**src/hw/rtl/didtm_pkg.sv**
```systemverilog
`timescale 1ns / 1ps
// ----------------------------------------------------------------------------
// didtm_pkg: shared types and constants
// field widths, wildcard codes and the token handed along the match chain
// ----------------------------------------------------------------------------
package didtm_pkg;

	localparam int unsigned ENTRY_INDEX_W       = 4;
	localparam int unsigned ID_W                = 16;
	localparam int unsigned CLASS_W             = 24;
	localparam int unsigned BYTE_W              = 8;
	localparam int unsigned DEFAULT_TABLE_DEPTH = 16;

	localparam logic [ID_W-1:0]    ANY_ID    = 16'hFFFF;
	localparam logic [ID_W-1:0]    NULL_ID   = '0;
	localparam logic [CLASS_W-1:0] ANY_CLASS = '0;

	typedef enum logic {
		KIND_LOAD  = 1'b0,
		KIND_QUERY = 1'b1
	} kind_t;

	typedef struct packed {
		logic [ID_W-1:0]    vendor;
		logic [ID_W-1:0]    device;
		logic [CLASS_W-1:0] cls;
	} entry_t;

	// query travelling down the chain, with its running outcome
	typedef struct packed {
		logic               valid;
		logic               done;
		logic               hit;
		logic [ID_W-1:0]    vendor;
		logic [ID_W-1:0]    device;
		logic [CLASS_W-1:0] cls;
	} token_t;

endpackage

```
**src/hw/rtl/didtm_cell.sv**
```systemverilog
`timescale 1ns / 1ps
// ----------------------------------------------------------------------------
// didtm_cell: one table entry and one step of the scan
// holds its entry, checks the passing query against it, hands it on
// ----------------------------------------------------------------------------
module didtm_cell #(
	parameter int unsigned CELL_INDEX = 0
) (
	input  logic                                 clk,
	input  logic                                 arst_n,
	input  logic                                 load_en,
	input  logic [didtm_pkg::ENTRY_INDEX_W-1:0]  load_index,
	input  didtm_pkg::entry_t                    load_entry,
	input  didtm_pkg::token_t                    tok_in,
	output didtm_pkg::token_t                    tok_out
);
	import didtm_pkg::*;

	localparam logic HAS_SLOT = (CELL_INDEX < (1 << ENTRY_INDEX_W));
	localparam logic [ENTRY_INDEX_W-1:0] SLOT = CELL_INDEX[ENTRY_INDEX_W-1:0];

	entry_t entry_q;
	token_t tok_next;
	token_t tok_q;
	logic   tok_valid_q;
	logic   is_term;
	logic   is_match;

	always_ff @(posedge clk or negedge arst_n) begin
		if (!arst_n) begin
			entry_q <= '0;
		end else if (HAS_SLOT && load_en && (load_index == SLOT)) begin
			entry_q <= load_entry;
		end
	end

	always_comb begin
		is_term  = (entry_q.vendor == NULL_ID) && (entry_q.device == NULL_ID);
		is_match = ((entry_q.vendor == tok_in.vendor) || (entry_q.vendor == ANY_ID)) &&
		           ((entry_q.device == tok_in.device) || (entry_q.device == ANY_ID)) &&
		           ((entry_q.cls == tok_in.cls) || (entry_q.cls == ANY_CLASS));
		tok_next = tok_in;
		if (!tok_in.done) begin
			if (is_term) begin
				tok_next.done = 1'b1;
			end else if (is_match) begin
				tok_next.done = 1'b1;
				tok_next.hit  = 1'b1;
			end
		end
	end

	always_ff @(posedge clk or negedge arst_n) begin
		if (!arst_n) begin
			tok_valid_q <= 1'b0;
		end else begin
			tok_valid_q <= tok_in.valid;
		end
	end

	always_ff @(posedge clk) begin
		tok_q <= tok_next;
	end

	always_comb begin
		tok_out       = tok_q;
		tok_out.valid = tok_valid_q;
	end

endmodule

```
**src/hw/rtl/device_id_table_match.sv**
```systemverilog
`timescale 1ns / 1ps
// ----------------------------------------------------------------------------
// device_id_table_match: device ID table with a chained match scan
// a load transaction writes one entry; a query transaction walks the chain of
// entry cells and returns whether an entry before the terminator matched
// ----------------------------------------------------------------------------
// a query result is valid after the query has moved down the whole chain, one
//   entry cell per cycle, into the output register; a new query waits for it
// throughput: one load a cycle while no scan runs and no result waits
// reset: arst_n clears the whole table at once, so the table starts empty
//   and a query right after reset answers 0
module device_id_table_match #(
	parameter int unsigned TABLE_DEPTH = didtm_pkg::DEFAULT_TABLE_DEPTH
) (
	input  logic         clk,
	input  logic         arst_n,
	// input stream
	input  logic         s_axis_tvalid,
	output logic         s_axis_tready,
	// entry_index[3:0], entry_vendor[19:4], entry_device[35:20],
	// entry_class[59:36], dev_vendor[75:60], dev_device[91:76],
	// dev_class[99:92], dev_subclass[107:100], dev_interface[115:108]
	input  logic [119:0] s_axis_tdata,
	// kind[0]: 0 load, 1 query
	input  logic         s_axis_tuser,
	// result stream
	output logic         m_axis_tvalid,
	input  logic         m_axis_tready,
	// matched[0]
	output logic [7:0]   m_axis_tdata
);
	import didtm_pkg::*;

	token_t chain [TABLE_DEPTH+1];
	logic   in_xfer;
	logic   load_en;
	entry_t load_entry;
	logic   busy_q;
	logic   out_valid_q;
	logic   matched_q;
	token_t last_tok;

	// one transaction in flight at a time, and only with the result taken
	assign s_axis_tready = !busy_q && !out_valid_q;
	assign in_xfer       = s_axis_tvalid && s_axis_tready;
	assign load_en       = in_xfer && (kind_t'(s_axis_tuser) == KIND_LOAD);

	assign load_entry.vendor = s_axis_tdata[19:4];
	assign load_entry.device = s_axis_tdata[35:20];
	assign load_entry.cls    = s_axis_tdata[59:36];

	// query enters cell 0 in the cycle it is accepted
	always_comb begin
		chain[0].valid  = in_xfer && (kind_t'(s_axis_tuser) == KIND_QUERY);
		chain[0].done   = 1'b0;
		chain[0].hit    = 1'b0;
		chain[0].vendor = s_axis_tdata[75:60];
		chain[0].device = s_axis_tdata[91:76];
		chain[0].cls    = {s_axis_tdata[99:92], s_axis_tdata[107:100],
		                   s_axis_tdata[115:108]};
	end

	// row of entry cells, position 0 first
	for (genvar gi = 0; gi < TABLE_DEPTH; gi++) begin : g_cell
		didtm_cell #(
			.CELL_INDEX(gi)
		) u_cell (
			.clk       (clk),
			.arst_n    (arst_n),
			.load_en   (load_en),
			.load_index(s_axis_tdata[ENTRY_INDEX_W-1:0]),
			.load_entry(load_entry),
			.tok_in    (chain[gi]),
			.tok_out   (chain[gi+1])
		);
	end

	assign last_tok = chain[TABLE_DEPTH];

	// busy from query acceptance until the token leaves the last cell
	always_ff @(posedge clk or negedge arst_n) begin
		if (!arst_n) begin
			busy_q <= 1'b0;
		end else if (chain[0].valid) begin
			busy_q <= 1'b1;
		end else if (last_tok.valid) begin
			busy_q <= 1'b0;
		end
	end

	// output register holds the result until taken
	always_ff @(posedge clk or negedge arst_n) begin
		if (!arst_n) begin
			out_valid_q <= 1'b0;
		end else if (last_tok.valid) begin
			out_valid_q <= 1'b1;
		end else if (m_axis_tready) begin
			out_valid_q <= 1'b0;
		end
	end

	always_ff @(posedge clk) begin
		if (last_tok.valid) begin
			matched_q <= last_tok.hit;
		end
	end

	assign m_axis_tvalid = out_valid_q;
	assign m_axis_tdata  = {7'b0, matched_q};

endmodule

```
**config.mk**
```make
export PLATFORM = sky130hd
export DESIGN_NAME = device_id_table_match
export DESIGN_NICKNAME = d
export VERILOG_FILES = /design/src/hw/rtl/didtm_pkg.sv /design/src/hw/rtl/didtm_cell.sv /design/src/hw/rtl/device_id_table_match.sv
export SDC_FILE = /design/constraint.sdc
export NUM_CORES = 2
export LEC_CHECK = 0
export ABC_AREA = 0
export BUFFER_PORTS_ARGS = -buffer_cell sky130_fd_sc_hd__buf_4
export CORE_UTILIZATION = 65
export DETAILED_ROUTE_END_ITERATION = 10
export GPL_TIMING_DRIVEN = 0
export PLACE_DENSITY = 0.9
export SYNTH_ARGS = -nofsm -noshare
export SYNTH_HDL_FRONTEND = slang
export SYNTH_SLANG_ARGS = --single-unit
```
**constraint.sdc**
```tcl
create_clock -name clk -period 4.3 [get_ports clk]
set_input_delay 0.645 -clock clk [delete_from_list [all_inputs] [get_ports clk]]
set_output_delay 0.645 -clock clk [all_outputs]
set_load 0.02 [all_outputs]
```
Yosys cells after proc, flatten, opt, wreduce, memory -nomap -nowiden
Index checks and enable logic that the tools add are counted.
- mux-type cells: 50
- bitwise gates (word level): 1
- reductions and logical operators: 183
- equal/unequal tests: 95
- operators with widths (cell ; number):
    $eq 16x16->1 ; 32
    $eq 16x16->1 const B ; 32
    $logic_not 16->1 ; 32
    $eq 24x24->1 ; 16
    $logic_not 24->1 ; 16
    $logic_and 1x1->1 ; 68
    $logic_or 1x1->1 ; 48
    $mux 1 ; 34
    $eq 4x4->1 const B ; 8
    $mux 2 ; 16
    $reduce_or 2->1 ; 14
    $eq 4x3->1 const B ; 4
    $eq 4x2->1 const B ; 2
    $eq 4x1->1 const B ; 1
    $logic_not 4->1 ; 1
    $reduce_bool 2->1 ; 2
    $logic_not 1->1 ; 2
    $not 1->1 ; 1
- input bits: 125
- bits in registers: 1786
- output and inout port bits: 10

Longest topological paths before layout
- depth in word-level cells: 7
- depth in mapped cells: 7

Hierarchy
Synthesis repeated with hierarchy kept, for this count alone.
- cell total of the unflattened synthesis: 4643
- area total of the unflattened synthesis: 65821.9 sq um
- modules (own cells, without submodules) (module ; times used ; cells an instance ; area each (sq um) ; seq. area each (sq um)):
    didtm_cell at g_cell[10].u_cell ... ; 5 ; 289 ; 4102.7 ; 2587.5
    didtm_cell at g_cell[13].u_cell ... ; 3 ; 289 ; 4090.2 ; 2587.5
    didtm_cell at g_cell[4].u_cell ... ; 2 ; 289 ; 4117.7 ; 2587.5
    didtm_cell at g_cell[1].u_cell ... ; 2 ; 289 ; 4110.2 ; 2587.5
    didtm_cell at g_cell[11].u_cell ... ; 2 ; 289 ; 4086.4 ; 2587.5
    didtm_cell at g_cell[0].u_cell ; 1 ; 289 ; 4120.2 ; 2587.5
    didtm_cell at g_cell[15].u_cell ; 1 ; 289 ; 4101.4 ; 2587.5
    device_id_table_match ; 1 ; 19 ; 187.7 ; 80.1

Worst setup path before layout
No wires, ideal clock.
- kind: input to register
- start: input s_axis_tuser
- end: register g_cell[13].u_cell.entry_q[0] (netlist bit)
- arrival: 1995 ps
- required time: 4175 ps
- stages on the path: 7
- path buffers: 2
- path slack: 2181 ps
- cells stage by stage: nor4b_2 -> and2b_1 -> and2_2 -> and3_1 -> buf_6 -> buf_6 -> mux2_2
- cells in the longest elaborated chain, start to end: 3
- RTL lines (what ; line ; text):
    start: declaration ; device_id_table_match.sv:25 ; input logic s_axis_tuser,
    $not 1->1 ; device_id_table_match.sv:46 ; assign load_en = in_xfer && (kind_t'(s_axis_tuser) == KIND_LOAD);
    $logic_and 1x1->1 ; device_id_table_match.sv:46 ;
    $logic_and 1x1->1 ; didtm_cell.sv:32 ; end else if (HAS_SLOT && load_en && (load_index == SLOT)) begin
    end signal: assignment ; didtm_cell.sv:33 ; entry_q <= load_entry;
    end: declaration ; didtm_cell.sv:22 ; entry_t entry_q;
Every way passes these cells.
A chain may end at the register's enable or synchronous reset.

Worst setup path in the final report
- start: register busy_q
- end: register g_cell[14].u_cell.entry_q[5] (netlist bit)
- cells in the longest elaborated chain, start to end: 5
- RTL lines (what ; line ; text):
    start: declaration ; device_id_table_match.sv:38 ; logic busy_q;
    start signal: assignment ; device_id_table_match.sv:83 ; busy_q <= 1'b0;
    start signal: assignment ; device_id_table_match.sv:85 ; busy_q <= 1'b1;
    start signal: assignment ; device_id_table_match.sv:87 ; busy_q <= 1'b0;
    $logic_not 1->1 ; device_id_table_match.sv:44 ; assign s_axis_tready = !busy_q && !out_valid_q;
    $logic_and 1x1->1 ; device_id_table_match.sv:44 ;
    $logic_and 1x1->1 ; device_id_table_match.sv:45 ; assign in_xfer = s_axis_tvalid && s_axis_tready;
    $logic_and 1x1->1 ; device_id_table_match.sv:46 ;
    $logic_and 1x1->1 ; didtm_cell.sv:32 ;
    end signal: assignment ; didtm_cell.sv:33 ;
    end: declaration ; didtm_cell.sv:22 ;
Every way passes these cells.

==> impl_results.rst <==
.. list-table::
   :header-rows: 1

   * - Metric
     - Value
   * - Status
     - complete, no violations
   * - Most common cell after layout, fill and taps aside
     - sky130_fd_sc_hd__dfrtp_1
   * - DR pass1 iterations
     - 5
   * - Net switching component of the power
     - 11.70 mW
   * - Final routed DRC violation total
     - 0
   * - Worst hold slack across all endpoints
     - 0.03375 ns
   * - Fraction of power consumed by sequential logic
     - 0.504
   * - Number of cells in the finished layout apart from fillers
     - 6412
   * - Placement-stage worst setup slack
     - 0.7897 ns
   * - Startpoint type of the worst setup path
     - flip-flop
   * - Post-Route Utilization
     - 0.7475
   * - HP Class
     - in2reg
   * - Worst slew pin tran
     - 1.211 ns
   * - CTS Buf Count
     - 166
   * - PnR worst setup slack
     - 1.171 ns
   * - Die Wd
     - 317.1 um
   * - Post-place instance area
     - 0.06734 mm^2
   * - Required time at the worst-slack endpoint
     - 4.94 ns
   * - F_max
     - 0.3196 GHz
   * - Power per cell area
     - 579.1 mW/mm^2
   * - Hold Crit Start
     - s_axis_tdata[78]
   * - Count of buffers inserted at the top-level ports
     - 123
   * - Wire length per cell
     - 26.79 um
   * - Gr usage total
     - 0.3457
   * - Worst Clk Skew
     - 0.02459 ns
   * - Pins Over Slew Limit
     - 0
   * - Standard cell with the maximum stage delay on the critical path
     - sky130_fd_sc_hd__nor4b_2
   * - DRT antenna net count
     - 0
   * - Uppermost layer routed
     - met4
   * - Number of setup violations in the final report
     - 0
   * - Die ar.
     - 0.1005 mm^2
   * - Portion of the post-synthesis area used by sequential elements
     - 0.6251
   * - Pin count of the biggest net entering global routing
     - 114
   * - Cell row count
     - 115
   * - Routed wire length on met3
     - 13510 um
   * - Number of cells traversed by the worst hold path
     - 1
   * - Global-route wire length before repair
     - 257100 um
   * - DP Wirelength
     - 122300 um
   * - Category of the critical setup timing path
     - reg2reg
   * - Slew margin rel.
     - 0.1929
   * - Sinks on Clock Net
     - 1786
   * - Via/cell ratio
     - 6.250
   * - Initial cell density of the core
     - 0.6557
   * - Hold Path Sink
     - g_cell[0].u_cell.tok_out[26]
   * - Clock latency at the later pin of the worst-skew pair
     - 0.78 ns
   * - Commonest non-fill, non-tap cells in the layout
     - sky130_fd_sc_hd__dfrtp_1, sky130_fd_sc_hd__mux2_2, sky130_fd_sc_hd__dfxtp_1
   * - Synth Area per Inst
     - 13.98 um^2
   * - Worst-path maximum fanout
     - 10
   * - Internal power summed over all cells
     - 30.90 mW
   * - Crit Reg-Reg Endpoint
     - g_cell[14].u_cell.entry_q[5]
   * - Cell chosen for the clock root
     - sky130_fd_sc_hd__clkbuf_16
   * - Worst reg2reg setup slack
     - 1.17 ns
   * - Initial antenna violation count
     - 11
   * - Via count of the first global-routing pass
     - 42.27k
   * - Number of cell instances on the worst register-to-register path
     - 6
   * - Cell count after synthesis
     - 4616
   * - Delay of the slowest cell on the worst path
     - 0.83 ns
   * - Nets
     - 5102
   * - Synthesized area
     - 0.06453 mm^2
   * - # IOs
     - 135
   * - Library cells used by synthesis
     - 30
   * - Kind of capture point of the worst setup path
     - flip-flop
   * - Layout overhead on the synthesized area
     - 14.01%
   * - Unrepaired setup endpoints after global routing
     - no
   * - Design Area, Final
     - 0.07357 mm^2
   * - Flip-flop and latch count after synthesis
     - 1786
   * - Core outline area
     - 0.09842 mm^2
   * - H-tree depth reported by CTS
     - 4
   * - Clock input transition at the sequential cells of the worst setup and hold paths
     - 0.06 ns
   * - Routability congestion estimate from global placement
     - 0.9778
   * - Switching share of power
     - 0.2747
   * - CTS tree
     - built
   * - P_leak
     - 31.27 nW
   * - Portion of the clock cycle consumed by the worst path in the final layout
     - 0.7277
   * - Dpl cells
     - 6041
   * - Detailed-route wire length
     - 171800 um
   * - Wire length on met1
     - 66770 um
   * - Fin. Hold Viols
     - 0
   * - Final Power
     - 42.61 mW
   * - Detailed-route via count
     - 40.08k
   * - Met2 wire len
     - 81670 um
   * - Ratio of cells with drive above 1 in the final layout
     - 0.2732
   * - Global-route congestion overflow total
     - 0
   * - Share of total power in combinational logic
     - 0.142
   * - Final sum of negative setup slack
     - 0 ns
   * - Number of max-cap violations
     - 0
   * - Drt first-iter violations
     - 3484
   * - Number of buffers between clock root and the deepest sink
     - 3
   * - Die extent in y
     - 317.1 um
   * - Clock power share
     - 0.354
   * - Number of warning messages in the yosys log
     - 0
   * - Worst r2r src
     - busy_q
   * - Cell-by-cell listing of the critical path
     - nor4b_2 -> nand2_1 -> nor3_1 -> buf_2 -> buf_4 -> mux2_2
   * - Time the worst path needs with I/O delays and setup
     - 3.129 ns
   * - Worst voltage drop across the vdd grid
     - 0.0004304 V
   * - Arrival time at the worst endpoint
     - 3.77 ns
[flip-flops by register name, indices dropped and copies added, names as in the netlist]
name,cells
g_cell.u_cell.entry_q,896
g_cell.u_cell.tok_out,871
g_cell.u_cell.tok_valid_q,16
busy_q,1
m_axis_tvalid,1
matched_q,1
[cell type report]
class | count | area, um^2
Fill cell | 5760 | 24850
Antenna cell | 4 | 10.01
Buffer | 160 | 968.4
Sequential cell | 1786 | 40340
Clock buffer | 252 | 4982
Clock inverter | 60 | 688.2
Inverter | 17 | 63.81
Timing Repair Buffer | 187 | 1729
Tap cell | 1287 | 1610
Multi-Input combinational cell | 2659 | 23180
[worst max-delay path: cells and delay by family, from the launching register on]
family                 cells  cell delay (ns)
buffers and inverters      2             0.68
muxes                      1             0.35
and+or+nand+nor            3             1.57
DFF                        1             0.41
[metal layers]
layer | GRT usage | vias to the layer above
met5 | 0 | -
met1 | 0.4369 | 20340
li1 | - | 17290
met3 | 0.06932 | 523
met2 | 0.5615 | 1931
met4 | 0.1905 | 0
[cell usage after synthesis, drive strengths merged]
cell,n,share of area
xor2,128,0.017
conb,1,0.000058
nor2,50,0.0029
dfxtp,871,0.27
o41ai,15,0.0020
nand2b,1,0.000097
nand4,368,0.036
o22ai,17,0.0016
nor4,336,0.033
a31oi,16,0.0016
and2,1,0.00012
xnor2,768,0.10
edfxtp,1,0.00047
dfrtp,914,0.35
mux2,896,0.16
and3,3,0.00029
nor2b,4,0.00039
and2b,1,0.00012
nor4b,1,0.00023
o21ai,15,0.0012
clkbuf,63,0.0037
nand3,1,0.000077
nor3,3,0.00031
nand2,27,0.0016
a21o,1,0.00012
buf,97,0.011
inv,17,0.00099
[power groups by stage]
stage | sequential, mW | combinational, mW | clock (mW)
floorplan | 20.8 | 4.24 | 0
global placement | 21.5 | 5.54 | 0
detailed placement | 21.6 | 5.82 | 0
CTS | 21.3 | 6.01 | 15.1
global route | 21.6 | 6.46 | 15.8
finish | 21.5 | 6.05 | 15.1
[cells by family after synthesis]
group | share of synthesized area
compound gates | 0.006515
xor+xnor | 0.1216
buf+inv | 0.01600
flops | 0.6251
mux | 0.1564
other cells | 0.00005811
simple gates | 0.07436
[what timing repair did]
action	CTS	global route
resized for setup	0	0
hold endpoints to repair	84	0
buffers inserted	0	0
hold buffers	55	0
endpoints found under the setup margin	0	0
[worst max path at each step]
stage	from	slack, ns	cells past startpoint	endpoint
2_1_floorplan	s_axis_tuser	2.18	7	g_cell[13].u_cell.entry_q[0]
3_3_place_gp	arst_n	-7.90	1	g_cell[13].u_cell.entry_q[8]
3_5_place_dp	s_axis_tuser	0.79	7	g_cell[14].u_cell.entry_q[5]
4_1_cts	busy_q	1.09	6	g_cell[14].u_cell.entry_q[5]
5_1_grt	busy_q	0.92	6	g_cell[14].u_cell.entry_q[5]
6_report	busy_q	1.17	6	g_cell[14].u_cell.entry_q[5]
Note: power is estimated with default switching activity, not from simulation.
